**src/periodic_task_due_scheduler_defines.svh**
```systemverilog
// Assertion macros shared by the scheduler RTL.
// Each check samples on clk and is disabled while rst_n is low.
`ifndef PERIODIC_TASK_DUE_SCHEDULER_DEFINES_SVH
`define PERIODIC_TASK_DUE_SCHEDULER_DEFINES_SVH

`ifndef SYNTHESIS

// Check that a condition holds on every rising clock edge.
`define PTDS_ASSERT_ALW(lbl, cond, msg) \
  lbl: assert property (@(posedge clk) disable iff (!rst_n) (cond)) else $error(msg);

// Check that a consequent holds in the same cycle as its antecedent.
`define PTDS_ASSERT_IMP(lbl, ante, cons, msg) \
  lbl: assert property (@(posedge clk) disable iff (!rst_n) (ante) |-> (cons)) else $error(msg);

`else

`define PTDS_ASSERT_ALW(lbl, cond, msg)
`define PTDS_ASSERT_IMP(lbl, ante, cons, msg)

`endif

`endif

```
**src/ptds_pkg.sv**
```systemverilog
`default_nettype none

package ptds_pkg;

  // Input operation codes
  localparam logic [2:0] OP_RUN        = 3'd0;
  localparam logic [2:0] OP_REGISTER   = 3'd1;
  localparam logic [2:0] OP_UNREGISTER = 3'd2;
  localparam logic [2:0] OP_SUSPEND    = 3'd3;
  localparam logic [2:0] OP_RESUME     = 3'd4;

  // Result status codes
  localparam logic ST_DONE = 1'b0;
  localparam logic ST_REJ  = 1'b1;

  // Slot commands broadcast to the cell row
  localparam logic [2:0] CMD_NONE  = 3'd0;
  localparam logic [2:0] CMD_ALLOC = 3'd1;
  localparam logic [2:0] CMD_DROP  = 3'd2;
  localparam logic [2:0] CMD_HOLD  = 3'd3;
  localparam logic [2:0] CMD_WAKE  = 3'd4;

  // Control from the sequencer to every cell
  typedef struct packed {
    logic [2:0] cmd;
    logic       adv;
  } cell_ctl_t;

  // Status from one cell back to the sequencer
  typedef struct packed {
    logic tok;
    logic hit;
    logic live;
  } cell_stat_t;

endpackage

`default_nettype wire

```
**src/ptds_cell.sv**
```systemverilog
`default_nettype none

module ptds_cell import ptds_pkg::*; (
  input  wire logic        clk,
  input  wire logic        rst_n,
  input  wire cell_ctl_t   ctl,
  input  wire logic        sel,
  input  wire logic [31:0] now_ms,
  input  wire logic [31:0] period_ms,
  input  wire logic        tok_in,
  output cell_stat_t       stat
);

  logic [31:0] period_r;
  logic [31:0] last_r;
  logic        en_r;
  logic        live_r;
  logic        tok_r;
  logic [31:0] elapsed;
  logic        due;

  // Compare wrap-around elapsed time against the interval
  assign elapsed = now_ms - last_r;
  assign due     = tok_r && en_r && live_r && (elapsed >= period_r);

  assign stat.tok  = tok_r;
  assign stat.hit  = due;
  assign stat.live = live_r;

  // Advance the scan token to the next cell
  always_ff @(posedge clk) begin
    if (!rst_n) begin
      tok_r <= 1'b0;
    end else if (ctl.adv) begin
      tok_r <= tok_in;
    end
  end

  // Apply slot commands to the enable and live flags
  always_ff @(posedge clk) begin
    if (!rst_n) begin
      en_r   <= 1'b0;
      live_r <= 1'b0;
    end else if (sel) begin
      unique case (ctl.cmd)
        CMD_ALLOC: begin
          en_r   <= 1'b1;
          live_r <= 1'b1;
        end
        CMD_DROP: begin
          en_r   <= 1'b0;
          live_r <= 1'b0;
        end
        CMD_HOLD: en_r <= 1'b0;
        CMD_WAKE: en_r <= 1'b1;
        default: ;
      endcase
    end
  end

  // Hold interval and stamp payload; restamp on alloc, wake or a due hit
  always_ff @(posedge clk) begin
    if (sel && ctl.cmd == CMD_ALLOC) begin
      period_r <= period_ms;
    end
    if ((sel && (ctl.cmd == CMD_ALLOC || ctl.cmd == CMD_WAKE)) || (ctl.adv && due)) begin
      last_r <= now_ms;
    end
  end

endmodule

`default_nettype wire

```
**src/periodic_task_due_scheduler.sv**
```systemverilog
// Periodic task due scheduler: a row of SLOT_COUNT task slots.
// Input channel (in_valid / in_stall) takes one operation per item: run check,
// register, unregister, suspend or resume. Result channel (out_valid /
// out_stall) returns one or more result items per input item, the final one
// marked by out_last.
// Register, unregister, suspend, resume and rejected codes: one result, shown
// the cycle after the item is accepted; a new item is taken once that result
// is taken or the output register is free.
// Run check: a token walks the cell row, one slot per cycle while no receiver
// stall holds it back. Due results come out in ascending slot order; one due
// slot is held back so that the final one can carry out_last.
// The input is stalled while a run is in progress.
// A receiver stall freezes the walk only when a finished result cannot move;
// no result is dropped or repeated.
// Reset (rst_n low, synchronous) frees every slot and clears all pending work.
`default_nettype none
`include "periodic_task_due_scheduler_defines.svh"

module periodic_task_due_scheduler import ptds_pkg::*; #(
  parameter int SLOT_COUNT = 8
) (
  input  wire logic        clk,
  input  wire logic        rst_n,
  input  wire logic        in_valid,
  output      logic        in_stall,
  input  wire logic [2:0]  in_opcode,
  input  wire logic [7:0]  in_slot_index,
  input  wire logic [31:0] in_period_ms,
  input  wire logic [31:0] in_now_ms,
  output      logic        out_valid,
  input  wire logic        out_stall,
  output      logic        out_status,
  output      logic [5:0]  out_slot_out,
  output      logic        out_due_valid,
  output      logic        out_last
);

  localparam int IW = (SLOT_COUNT > 1) ? $clog2(SLOT_COUNT) : 1;
  localparam int UW = $clog2(SLOT_COUNT + 1);

  localparam logic [1:0] ST_IDLE  = 2'd0;
  localparam logic [1:0] ST_SCAN  = 2'd1;
  localparam logic [1:0] ST_FINAL = 2'd2;

  logic [1:0]            state_r, state_nxt;
  logic [IW-1:0]         idx_r, idx_nxt;
  logic                  pend_v_r, pend_v_nxt;
  logic [IW-1:0]         pend_slot_r, pend_slot_nxt;
  logic [UW-1:0]         used_r, used_nxt;
  logic [31:0]           now_r;

  logic                  out_valid_r;
  logic                  out_status_r;
  logic [5:0]            out_slot_r;
  logic                  out_due_r;
  logic                  out_last_r;

  logic                  out_free;
  logic                  in_acc;
  logic                  load_out;
  logic                  ld_status;
  logic [5:0]            ld_slot;
  logic                  ld_due;
  logic                  ld_last;
  logic                  start;
  logic                  adv;
  logic [2:0]            cmd;
  logic                  live_idx;
  logic                  scan_hit;
  logic [31:0]           cell_now;

  cell_ctl_t             ctl;
  cell_stat_t            stat [SLOT_COUNT];
  logic [SLOT_COUNT-1:0] idx_sel;
  logic [SLOT_COUNT-1:0] alloc_sel;
  logic [SLOT_COUNT-1:0] sel_vec;
  logic [SLOT_COUNT-1:0] live_vec;
  logic [SLOT_COUNT-1:0] hit_vec;
  logic [SLOT_COUNT-1:0] tok_vec;
  logic [SLOT_COUNT:0]   tok_chain;

  assign out_free = !out_valid_r || !out_stall;
  assign in_stall = !((state_r == ST_IDLE) && out_free);
  assign in_acc   = in_valid && !in_stall;

  // Decode slot selects and gather cell status
  for (genvar i = 0; i < SLOT_COUNT; i++) begin : g_sel
    assign idx_sel[i]   = (in_slot_index == 8'(i));
    assign alloc_sel[i] = (used_r == UW'(i));
    assign live_vec[i]  = stat[i].live;
    assign hit_vec[i]   = stat[i].hit;
    assign tok_vec[i]   = stat[i].tok;
  end

  assign sel_vec  = (cmd == CMD_ALLOC) ? alloc_sel : idx_sel;
  assign live_idx = |(live_vec & idx_sel);
  assign scan_hit = |hit_vec;
  assign cell_now = (state_r == ST_IDLE) ? in_now_ms : now_r;

  // Sequence operations, scan steps and result loads
  always_comb begin
    state_nxt     = state_r;
    idx_nxt       = idx_r;
    pend_v_nxt    = pend_v_r;
    pend_slot_nxt = pend_slot_r;
    used_nxt      = used_r;
    load_out      = 1'b0;
    ld_status     = ST_DONE;
    ld_slot       = '0;
    ld_due        = 1'b0;
    ld_last       = 1'b1;
    cmd           = CMD_NONE;
    adv           = 1'b1;
    start         = 1'b0;
    unique case (state_r)
      ST_IDLE: begin
        if (in_acc) begin
          load_out = 1'b1;
          unique case (in_opcode)
            OP_RUN: begin
              load_out   = 1'b0;
              start      = 1'b1;
              idx_nxt    = '0;
              pend_v_nxt = 1'b0;
              state_nxt  = ST_SCAN;
            end
            OP_REGISTER: begin
              if (in_period_ms != 32'd0 && used_r < UW'(SLOT_COUNT)) begin
                cmd      = CMD_ALLOC;
                used_nxt = used_r + 1'b1;
                ld_slot  = 6'(used_r);
              end else begin
                ld_status = ST_REJ;
              end
            end
            OP_UNREGISTER: begin
              if (in_slot_index < 8'(SLOT_COUNT) && live_idx) begin
                cmd = CMD_DROP;
              end else begin
                ld_status = ST_REJ;
              end
            end
            OP_SUSPEND: begin
              if (in_slot_index < 8'(used_r)) begin
                cmd = CMD_HOLD;
              end else begin
                ld_status = ST_REJ;
              end
            end
            OP_RESUME: begin
              if (in_slot_index < 8'(used_r)) begin
                cmd = CMD_WAKE;
              end else begin
                ld_status = ST_REJ;
              end
            end
            default: ld_status = ST_REJ;
          endcase
        end
      end
      ST_SCAN: begin
        if (scan_hit && pend_v_r) begin
          adv = out_free;
          if (out_free) begin
            load_out      = 1'b1;
            ld_slot       = 6'(pend_slot_r);
            ld_due        = 1'b1;
            ld_last       = 1'b0;
            pend_slot_nxt = idx_r;
          end
        end else if (scan_hit) begin
          pend_v_nxt    = 1'b1;
          pend_slot_nxt = idx_r;
        end
        if (adv) begin
          idx_nxt = idx_r + 1'b1;
          if (idx_r == IW'(SLOT_COUNT - 1)) begin
            state_nxt = ST_FINAL;
          end
        end
      end
      ST_FINAL: begin
        if (out_free) begin
          load_out   = 1'b1;
          ld_due     = pend_v_r;
          ld_slot    = pend_v_r ? 6'(pend_slot_r) : 6'd0;
          pend_v_nxt = 1'b0;
          state_nxt  = ST_IDLE;
        end
      end
      default: state_nxt = ST_IDLE;
    endcase
  end

  assign ctl.cmd = cmd;
  assign ctl.adv = adv;

  // Build the cell row; the token enters at slot zero
  assign tok_chain[0] = start;
  for (genvar i = 0; i < SLOT_COUNT; i++) begin : g_cell
    ptds_cell u_cell (
      .clk       (clk),
      .rst_n     (rst_n),
      .ctl       (ctl),
      .sel       (sel_vec[i]),
      .now_ms    (cell_now),
      .period_ms (in_period_ms),
      .tok_in    (tok_chain[i]),
      .stat      (stat[i])
    );
    assign tok_chain[i+1] = stat[i].tok;
  end

  // Control registers
  always_ff @(posedge clk) begin
    if (!rst_n) begin
      state_r  <= ST_IDLE;
      pend_v_r <= 1'b0;
      used_r   <= '0;
    end else begin
      state_r  <= state_nxt;
      pend_v_r <= pend_v_nxt;
      used_r   <= used_nxt;
    end
  end

  // Scan position, held slot and latched tick
  always_ff @(posedge clk) begin
    idx_r       <= idx_nxt;
    pend_slot_r <= pend_slot_nxt;
    if (in_acc) begin
      now_r <= in_now_ms;
    end
  end

  // Output register: load a result, drop it once taken
  always_ff @(posedge clk) begin
    if (!rst_n) begin
      out_valid_r <= 1'b0;
    end else if (load_out) begin
      out_valid_r <= 1'b1;
    end else if (!out_stall) begin
      out_valid_r <= 1'b0;
    end
  end

  always_ff @(posedge clk) begin
    if (load_out) begin
      out_status_r <= ld_status;
      out_slot_r   <= ld_slot;
      out_due_r    <= ld_due;
      out_last_r   <= ld_last;
    end
  end

  assign out_valid     = out_valid_r;
  assign out_status    = out_status_r;
  assign out_slot_out  = out_slot_r;
  assign out_due_valid = out_due_r;
  assign out_last      = out_last_r;

  `PTDS_ASSERT_IMP(a_tok_scan, state_r == ST_SCAN, $onehot(tok_vec), "scan token lost or split")
  `PTDS_ASSERT_IMP(a_tok_idle, state_r != ST_SCAN, tok_vec == '0, "stray scan token")
  `PTDS_ASSERT_ALW(a_used_max, used_r <= UW'(SLOT_COUNT), "slot count beyond table")
  `PTDS_ASSERT_IMP(a_pend_idle, state_r == ST_IDLE, !pend_v_r, "held due slot while idle")
  `PTDS_ASSERT_IMP(a_due_run, load_out && ld_due, state_r != ST_IDLE, "due result outside a run")

endmodule

`default_nettype wire

```
**config.mk**
```make
export PLATFORM = sky130hd
export DESIGN_NAME = periodic_task_due_scheduler
export DESIGN_NICKNAME = d
export VERILOG_FILES = /design/src/ptds_pkg.sv /design/src/ptds_cell.sv /design/src/periodic_task_due_scheduler.sv
export VERILOG_INCLUDE_DIRS = /design/src /design/src/src
export SDC_FILE = /design/constraint.sdc
export NUM_CORES = 1
export LEC_CHECK = 0
export BUFFER_PORTS_ARGS = -buffer_cell sky130_fd_sc_hd__buf_2
export CORE_ASPECT_RATIO = 0.75
export CORE_MARGIN = 1
export CORE_UTILIZATION = 30
export CTS_CLUSTER_SIZE = 14
export DETAILED_ROUTE_END_ITERATION = 16
export MAX_ROUTING_LAYER = met4
export PLACE_DENSITY = 0.42
export SLEW_MARGIN = 20
export SYNTH_ARGS = -nofsm -noshare
export SYNTH_HDL_FRONTEND = slang
export SYNTH_SLANG_ARGS = --single-unit
```
**constraint.sdc**
```tcl
create_clock -name clk -period 13.5 [get_ports clk]
set_clock_uncertainty 0.1 [all_clocks]
set_input_delay 0 -clock clk [delete_from_list [all_inputs] [get_ports clk]]
set_output_delay 0 -clock clk [all_outputs]
set_load 0.02 [all_outputs]
```
==> out/summary.txt, run 1 <==
latest clock arrival within the worst-skew pair -> 650 ps
Worst Hold Class -> in2reg
largest net degree at the start of global routing -> 36
gr ovfl total -> 0
Total GRT Usage -> 16.26%
CTS Sinks -> 589
CP Data Required Time -> 13640 ps
Clock Path Buffers -> 3
post-DR wirelength/cell -> 17.98 um
Fmax -> 0.1076 GHz
Leak -> 19.48 nW
fraction of registers with async set/reset -> 0%
Startpoint Class -> flip-flop
Cell Rows -> 112
critical path class -> reg2reg
clock power share -> 30.5%
Max VDD drop -> 0.0001032 V
relative slew slack -> 30.27%
total wire length -> 100.3 mm
top-area cell type share of the netlist area -> 44.11%
post-synthesis cell type count -> 82
CTS tree -> yes
Worst-path clk slew -> 60 ps
crit path max fanout -> 32
RSZ-0062 raised after global routing -> false
post-route minimum period -> 9297 ps
Post-synth EDFFs -> 557
arrival time at the worst endpoint -> 9440 ps
slew at the pin closest to its max-slew limit -> 1042 ps
Initial Utilization -> 30.37%
leading area contributor after synthesis -> edfxtp_1
final worst-path cycle share -> 68.86%
DRC Markers -> 0
placed instance count -> 5319
Yosys warnings -> 0
via/cell ratio -> 4.703
# Post-CTS Setup Buffers -> 0
CTS Buf Count -> 73
Synth Register Bits -> 589
vias in the first global route -> 26020
Critical Path Max Stage Delay -> 810 ps
Initial DRC Count -> 1658
Net Sw Frac -> 34.08%
fin nets -> 4470
switching pwr -> 2.115 mW
root buffer cell -> clkbuf_16
Mapped Cells -> 3563
Comb pwr share -> 36.2%
full die area -> 127800 um2
Syn Area/Cell -> 10.64 um2
core area -> 124900 um2
share of cells above drive strength 1 -> 7.761%
ys flop type -> edfxtp_1
initial antenna violation count -> 12
setup TNS -> 0 ps
Final Util -> 35.41%
Routability Congestion -> 0.8266
fin. max-slew vios -> 0
Flop pwr share -> 33.4%
Most Frequent Cell on Critical Path -> buf_4
port bufs -> 87
register area share after synthesis -> 45.80%
P&R area growth vs syn -> 16.59%
die height -> 309.9 um
post-route insts no fill -> 5577
Post-DRT Antenna Nets -> 0
mapped cell area -> 37920 um2
first-pass GRT wire length -> 153.8 mm
TritonRoute pass-1 iters -> 5
outcome -> completed
I/O pins -> 90
post-cts sizing count -> 0
synth top area cells -> edfxtp_1 (44%), ha_1 (17%), inv_1 (5.7%)
Final Hold Vio Count -> 0
Int Power -> 4.092 mW
via count -> 26230
CTS H-tree depth -> 3
Crit. End Element -> flip-flop
Pwr per Cell Area -> 140.4 nW/um2
Finish-stage setup viols -> 0
hpwl dp -> 77.69 mm
Max stage delay cell, worst path -> o21ai_4
Die X -> 412.5 um
max-cap violations -> 0
per-layer routing:
| layer | track usage (%) | part of all wire [%] | vias up |
|---|---|---|---|
| met5 | - | 0 | - |
| met4 | 3.428 | 1.8 | 0 |
| met3 | 2.083 | 3.8 | 112 |
| met2 | 21.90 | 39 | 410 |
| met1 | 25.34 | 56 | 12230 |
| li1 | - | - | 13480 |
worst max-delay path: cells and delay by family, from the launching register on:
family	cells	cell delay [ps]
compound gates	16	4750
xor+xnor	1	90
fa+ha+maj	3	780
buf+inv	7	1760
flops	1	330
mux	1	360
simple gates	3	620
kinds of logic after synthesis:
kind of cell | after synthesis | share of synthesized area (%)
buffers and inverters | 599 | 5.959
multiplexers | 43 | 1.300
AO/OA/AOI/OAI | 884 | 15.02
XOR/XNOR | 230 | 5.312
AND/OR/NAND/NOR | 692 | 9.120
other | 1 | 0.009889
flip-flops | 589 | 45.80
adder cells (fa/ha/maj) | 525 | 17.48
worst paths after layout:
path | start | depth (start not counted) | endpoint | slack, ps
worst max-delay path | state_r[1] | 31 | g_cell[5].u_cell.last_r[18] | 4200
worst min-delay path | in_now_ms[8] | 2 | now_r[8] | 80
worst max register to register | state_r[1] | 31 | g_cell[5].u_cell.last_r[18] | 4200
worst min register to register | g_cell[5].u_cell.en_r | 2 | g_cell[5].u_cell.en_r | 360
synthesized netlist by cell type (35+ instances only):
library cell	number
ha_1	517
xor2_1	67
nand3_1	53
nand4_1	69
nand2b_1	57
inv_1	576
a21o_1	212
nor3_1	35
nor2b_1	52
and3_1	37
nor2_1	164
a21oi_1	268
xnor2_1	163
nand2_1	160
o21ai_0	130
edfxtp_1	557
sequential cells by signal, summed over array words and instances (netlist names):
name,count
pend_v_r,1
idx_r,3
g_cell.u_cell.live_r,8
out_valid,1
g_cell.u_cell.tok_r,8
pend_slot_r,3
g_cell.u_cell.en_r,8
out_slot_out,4
out_due_valid,1
now_r,32
used_r,4
state_r,2
out_status,1
g_cell.u_cell.last_r,256
out_last,1
g_cell.u_cell.period_r,256
per-stage QoR:
step	setup slack (ps)	hold WS, ps	instance area, um2	power [mW]
after floorplan	5670	-1.131	37930	3.732
after global placement	4186	93.99	40710	4.344
after detailed placement	4044	93.66	40710	4.342
after CTS	4033	26.72	44170	6.307
after global routing	3558	56.21	44190	6.640
final	4203	76.38	44210	6.207
power by group through the flow:
stage	clock (mW)	sequential, mW	combinational (mW)
final	1.89	2.07	2.24
after global routing	2.02	2.07	2.55
after CTS	1.96	2.07	2.28
after detailed placement	0	2.11	2.23
after global placement	0	2.11	2.23
after floorplan	0	2.11	1.62
layout by cell type, fill, tap and decap left out, types with 8 or more instances in the layout:
cell and n:
dfxtp_1 32, dlygate4sd3_1 124, nor2_1 162, o21bai_1 28, o21ai_0 130, o21ai_1 23, mux2i_1 11, buf_2 87
nand2b_1 57, and2_1 8, nand4_1 69, nor4_1 16, o31ai_1 18, inv_1 576, nor3_1 34, ha_1 516
a21o_1 212, a31o_2 8, and3_1 31, clkbuf_1 14, o21a_1 31, a211oi_1 26, buf_4 37, a31oi_1 29
or3_1 11, xor2_1 67, clkinv_2 12, o22ai_1 8, edfxtp_1 557, clkbuf_16 74, fa_1 8, clkinv_1 12
nand3_1 53, mux2_2 30, nand2_1 160, nor2b_1 52, a21oi_1 268, xnor2_1 163, o211ai_1 16
repair_timing:
action | in CTS | in global routing
endpoints found under the hold margin | 450 | 0
hold buffers | 124 | 0
endpoints found under the setup margin | 0 | 0
cell type report:
cell class / count / area [um2]
timing repair buffer: 249 / 1982
fill: 12540 / 80650
sequential: 589 / 17370
antenna: 7 / 17.52
tap: 1653 / 2068
inverter: 576 / 2162
clock buffer: 92 / 1959
clock inverter: 34 / 260.3
multi-input combinational: 2377 / 18400
No activity file was read; power rests on OpenSTA's default activity.
==> inputs of run 2 (changes only) <==
==> constraint.sdc (replaced) <==
create_clock -name clk -period 9 [get_ports clk]
set_clock_uncertainty 0.1 [all_clocks]
set_input_delay 0 -clock clk [delete_from_list [all_inputs] [get_ports clk]]
set_output_delay 0 -clock clk [all_outputs]
set_load 0.02 [all_outputs]
==> run 2 against run 1 <==
Net effect: wire length increased by 2.4%; count of clock-buffer cells in the layout decreased by 6; sequential cell count unchanged; cell count about the same; setup slack got worse by 3300 ps.
==> out/summary.txt, run 2 (same netlist as run 1, synthesis figures left out) <==
post-DR wirelength/cell -> 18.40 um (+2.3%)
Min Hold Slack -> 90.02 ps (+13.63 ps)
root buffer cell -> clkbuf_16
die height -> 309.9 um (unchanged)
first-pass GRT wire length -> 155.3 mm (+1.0%)
CTS tree -> yes
Startpoint Class -> flip-flop
Total GRT Usage -> 16.57% (+0.31 points)
RSZ-0062 raised after global routing -> false
Worst-path clk slew -> 60 ps (about the same)
via count -> 26370 (+0.54%)
terminus of the critical flop-to-flop path -> g_cell[3].u_cell.last_r[1]
Die X -> 412.5 um (unchanged)
Pwr per Cell Area -> 213.3 nW/um2 (+52%)
relative slew slack -> 31.24% (+0.97 points)
final worst-path cycle share -> 89.62% (+21 points)
hpwl dp -> 78.60 mm (+1.2%)
setup TNS -> 0 ps (unchanged)
post-cts sizing count -> 0 (unchanged)
I/O pins -> 90 (unchanged)
total power -> 9.467 mW (+53%)
critical path class -> reg2reg
port bufs -> 87 (unchanged)
arrival time at the worst endpoint -> 8290 ps (-1150 ps)
latest clock arrival within the worst-skew pair -> 660 ps (about the same)
commonest cells after routing, fill and taps aside -> inv_1 (576), edfxtp_1 (557), ha_1 (516)
slew at the pin closest to its max-slew limit -> 1023 ps (-19.37 ps)
DRC Markers -> 0 (unchanged)
R2R Setup Slk -> 930 ps (-3270 ps)
post-route minimum period -> 8066 ps (-1231 ps)
Initial Utilization -> 30.37% (unchanged)
crit path max fanout -> 32 (unchanged)
Post-DRT Antenna Nets -> 0 (unchanged)
outcome -> completed
Crit. End Element -> flip-flop
via/cell ratio -> 4.726 (+0.48%)
CP Data Required Time -> 9220 ps (-4420 ps)
Critical Path Max Stage Delay -> 500 ps (-310 ps)
Max VDD drop -> 0.0001685 V (+63%)
core area -> 124900 um2 (unchanged)
P&R area growth vs syn -> 17.02%
origin of the critical flop-to-flop path -> state_r[0]
commonest non-fill, non-tap cell in the layout -> inv_1
Initial DRC Count -> 1701 (+2.6%)
Leak -> 19.54 nW (+0.30%)
hold path cells -> 6 (+4)
TritonRoute pass-1 iters -> 8 (+3)
Finish-stage setup viols -> 0 (unchanged)
CTS Sinks -> 589 (unchanged)
Routability Congestion -> 0.8263 (about the same)
Worst Hold Class -> in2reg
Clock Path Buffers -> 3 (unchanged)
full die area -> 127800 um2 (unchanged)
Final Util -> 35.54% (+0.13 points)
initial antenna violation count -> 6 (-6)
fin. max-slew vios -> 0 (unchanged)
max-cap violations -> 0 (unchanged)
Min-Delay Endpoint -> g_cell[2].u_cell.en_r
fin nets -> 4469 (-0.022%)
share of cells above drive strength 1 -> 7.983% (+0.22 points)
Final Hold Vio Count -> 0 (unchanged)
Fmax -> 0.1240 GHz (+15%)
hold wc startpoint -> in_slot_index[7]
CTS H-tree depth -> 3 (unchanged)
Max stage delay cell, worst path -> mux2_2
vias in the first global route -> 26020 (+0.012%)
CTS Buf Count -> 71 (-2.7%)
biggest regs -> g_cell.u_cell.last_r x256, g_cell.u_cell.period_r x256, now_r x32
reg2reg path depth -> 28 (-9.7%)
gr ovfl total -> 0 (unchanged)
total wire length -> 102.7 mm (+2.4%)
Cell Rows -> 112 (unchanged)
largest net degree at the start of global routing -> 37 (+2.8%)
-- run 2: per-layer routing --
layer | track usage, % | vias to the layer above | routed length [um]
met5 | - | - | 0
met1 | 25.41 | 12400 | 56790
li1 | - | 13470 | -
met2 | 22.68 | 394 | 40220
met4 | 3.264 | 0 | 1705
met3 | 2.483 | 108 | 3946
-- run 2: timing repair --
item | 4_1_cts | 5_1_grt
hold buffers | 120 | 0
setup buffers | 0 | 0
endpoints found under the hold margin | 415 | 0
-- run 2: area by class of cell --
class                           instances  area [um2]
Antenna cell                            6       15.01
Clock buffer                           86        1897
Timing Repair Buffer                  250        2072
Multi-Input combinational cell       2377       18400
Clock inverter                         43       399.1
Fill cell                           12430       80480
Sequential cell                       589       17370
Tap cell                             1653        2068
Inverter                              576        2162
-- run 2: worst max-delay path: cells and delay by family (launching register included) --
family                     cells  cell delay, ps
and+or+nand+nor                4             880
adders and majority gates      3            1010
AOI/OAI and AO/OA             15            3700
xor gates and xnor gates       1             150
DFF                            1             340
muxes                          1             500
buffers and inverters          4             980
-- run 2: worst max-delay path by stage --
stage	from	to	slack (ps)	depth (start not counted)
3_5_place_dp	state_r[0]	g_cell[3].u_cell.last_r[0]	960	29
5_1_grt	state_r[1]	g_cell[3].u_cell.last_r[0]	430	29
2_1_floorplan	state_r[0]	g_cell[0].u_cell.last_r[0]	1170	30
6_report	state_r[0]	g_cell[3].u_cell.last_r[1]	930	28
3_3_place_gp	state_r[1]	g_cell[3].u_cell.last_r[0]	1090	29
4_1_cts	state_r[0]	g_cell[3].u_cell.last_r[0]	930	29
-- run 2: through the flow --
stage | instance area (um2) | setup slack (ps) | cells
floorplan | 37930 | 1170 | 3565
global placement | 40860 | 1090 | 5325
detailed placement | 40860 | 964.0 | 5325
CTS | 44360 | 932.0 | 5574
global route | 44360 | 430.4 | 5574
finish | 44380 | 934.2 | 5580
-- run 2: report_power, final --
part           switching [mW]  internal [mW]
sequential            0.00965           3.10
combinational            1.99           1.44
clock                    1.25           1.68
==> inputs of run 3 (changes only) <==
--- a/config.mk
+++ b/config.mk
@@ -8,7 +8,6 @@
 export LEC_CHECK = 0
 export BUFFER_PORTS_ARGS = -buffer_cell sky130_fd_sc_hd__buf_2
 export CORE_ASPECT_RATIO = 0.75
-export CORE_MARGIN = 1
 export CORE_UTILIZATION = 30
 export CTS_CLUSTER_SIZE = 14
 export DETAILED_ROUTE_END_ITERATION = 16
==> constraint.sdc (replaced) <==
create_clock -name clk -period 7.55 [get_ports clk]
set_clock_uncertainty 0.1 [all_clocks]
set_input_delay 0 -clock clk [delete_from_list [all_inputs] [get_ports clk]]
set_output_delay 0 -clock clk [all_outputs]
set_load 0.02 [all_outputs]
==> run 3 against run 2 <==
Net effect: sequential cell count stayed put; setup slack worse by 570 ps; sequential share of layout area is 0.44 points lower; die area stayed put; register-to-register slack worse by 570 ps; critical path depth is 4 higher; first-iteration DRC count is 0.53% higher; largest power group unchanged; power is 20% higher; wire length is 5.1% higher; maximum frequency is 12% higher; global-route usage is 0.72 points higher; largest cell class unchanged; clock power is 15% higher.
==> out/summary.txt, run 3 (same netlist as run 1, synthesis figures left out) <==
post-DR wirelength/cell -> 19.14 um (+4.0%)
critical path class -> reg2reg
via count -> 26860 (+1.8%)
Crit. End Element -> flip-flop
Startpoint Class -> flip-flop
Cell Rows -> 112 (unchanged)
Min Hold Slack -> 34.69 ps (-55.33 ps)
I/O pins -> 90 (unchanged)
Die X -> 412.5 um (unchanged)
final worst-path cycle share -> 95.20% (+5.6 points)
register area -> 17370 um2 (unchanged)
Pwr per Cell Area -> 252.6 nW/um2 (+18%)
Design Area, Final -> 44880 um2 (+1.1%)
fin nets -> 4525 (+1.3%)
Max VDD drop -> 0.0001825 V (+8.3%)
DRC Markers -> 0 (unchanged)
Worst Setup EP -> g_cell[3].u_cell.last_r[3]
Initial DRC Count -> 1710 (+0.53%)
Routability Congestion -> 0.8336 (+0.88%)
first-pass GRT wire length -> 160.3 mm (+3.2%)
full die area -> 127800 um2 (unchanged)
share of cells above drive strength 1 -> 9.832% (+1.8 points)
core area -> 124900 um2 (unchanged)
terminus of the critical flop-to-flop path -> g_cell[3].u_cell.last_r[3]
Post-DRT Antenna Nets -> 0 (unchanged)
placed instance count -> 5382 (+1.1%)
Clock Path Buffers -> 3 (unchanged)
outcome -> completed
gr ovfl total -> 0 (unchanged)
reg2reg path depth -> 32 (+14%)
max-cap violations -> 0 (unchanged)
CTS H-tree depth -> 3 (unchanged)
Worst Hold Class -> in2reg
footprint of the multi-input gates -> 18510 um2 (+0.65%)
largest net degree at the start of global routing -> 36 (-2.7%)
setup TNS -> 0 ps (unchanged)
Finish-stage setup viols -> 0 (unchanged)
hpwl dp -> 83.34 mm (+6.0%)
arrival time at the worst endpoint -> 7430 ps (-860 ps)
Max stage delay cell, worst path -> mux2_2
R2R Setup Slk -> 360 ps (-570 ps)
total wire length -> 107.9 mm (+5.1%)
commonest non-fill, non-tap cell in the layout -> inv_1
CP Data Required Time -> 7790 ps (-1430 ps)
Total GRT Usage -> 17.29% (+0.72 points)
latest clock arrival within the worst-skew pair -> 650 ps (about the same)
Fmax -> 0.1391 GHz (+12%)
post-route insts no fill -> 5637 (+1.0%)
biggest regs -> g_cell.u_cell.last_r x256, g_cell.u_cell.period_r x256, now_r x32
relative slew slack -> 34.82% (+3.6 points)
TritonRoute pass-1 iters -> 5 (-3)
Final Hold Vio Count -> 0 (unchanged)
root buffer cell -> clkbuf_16
Initial Utilization -> 30.37% (unchanged)
placed cell areas -> 41300 um2 (+1.1%)
initial antenna violation count -> 14 (+8)
Final Util -> 35.95% (+0.41 points)
die height -> 309.9 um (unchanged)
CTS Sinks -> 589 (unchanged)
commonest cells after routing, fill and taps aside -> inv_1 (576), edfxtp_1 (557), ha_1 (515)
CTS Buf Count -> 72 (+1.4%)
Most Frequent Cell on Critical Path -> buf_4
critical path launch point -> state_r[1]
slew at the pin closest to its max-slew limit -> 977.7 ps (-44.87 ps)
fin. max-slew vios -> 0 (unchanged)
RSZ-0062 raised after global routing -> false
port bufs -> 87 (unchanged)
Critical Path Max Stage Delay -> 370 ps (-130 ps)
Layout fillers -> 12510 (+0.69%)
Worst-path clk slew -> 60 ps (about the same)
Leak -> 19.84 nW (+1.5%)
CTS tree -> yes
P&R area growth vs syn -> 18.36%
origin of the critical flop-to-flop path -> state_r[1]
post-route minimum period -> 7187 ps (-878.3 ps)
crit path max fanout -> 16 (-50%)
via/cell ratio -> 4.765 (+0.82%)
vias in the first global route -> 26200 (+0.69%)
==> run 3: timing repair <==
action,4_1_cts,5_1_grt
pin swaps,1,1
hold buffers,114,0
cloned,0,2
endpoints found under the setup margin,216,275
resized for setup,3,24
hold endpoints to repair,444,0
buffers inserted,1,1
==> run 3: routing by layer <==
metal  up-vias  global-route usage, %  part of all wire, %
met3       101                  2.316                  4.0
met2       455                  23.65                   39
met1     12700                  26.84                   55
met5         -                      -                    0
met4         0                  3.023                  1.4
li1      13600                      -                    -
==> run 3: cell type report <==
| class | instances | area share (%) |
|---|---|---|
| inverters | 576 | 4.817 |
| flip-flops and latches | 589 | 38.69 |
| multi-input cells | 2377 | 41.25 |
| well taps | 1653 | 4.608 |
| diodes | 7 | 0.03903 |
| repair buffers | 305 | 5.637 |
| clock buffers | 95 | 4.438 |
| clock inverters | 35 | 0.5213 |
==> run 3: worst min path at each step <==
stage / slack [ps] / depth (start not counted) / from / end
floorplan: -1 / 0 / in_period_ms[0] / g_cell[0].u_cell.period_r[0]
detailed placement: 90 / 1 / in_now_ms[28] / now_r[28]
global placement: 90 / 1 / in_now_ms[30] / now_r[30]
CTS: 0.5 / 2 / in_now_ms[2] / now_r[2]
global route: 20 / 2 / in_now_ms[2] / now_r[2]
finish: 30 / 2 / in_now_ms[2] / now_r[2]
==> run 3: worst max-delay path, delay by kind of cell (launching register included) <==
kind | cells | cell delay [ps]
AOI/OAI and AO/OA | 15 | 3250
buffers and inverters | 8 | 1420
adders and majority gates | 3 | 750
and+or+nand+nor | 4 | 450
muxes | 1 | 370
DFF | 1 | 330
xor gates and xnor gates | 1 | 150
==> run 3: through the flow <==
stage | power (mW) | setup WS, ps
after global routing | 12.12 | 16.07
after global placement | 7.985 | -330.0
after floorplan | 6.673 | -280.2
after detailed placement | 7.973 | -315.2
after CTS | 11.49 | 12.70
final | 11.34 | 362.5
==> run 3: power breakdown <==
part           switching, mW  internal, mW
Sequential            0.0114          3.69
Clock                   1.45          1.93
Combinational           2.47          1.79
Total                   3.93          7.41
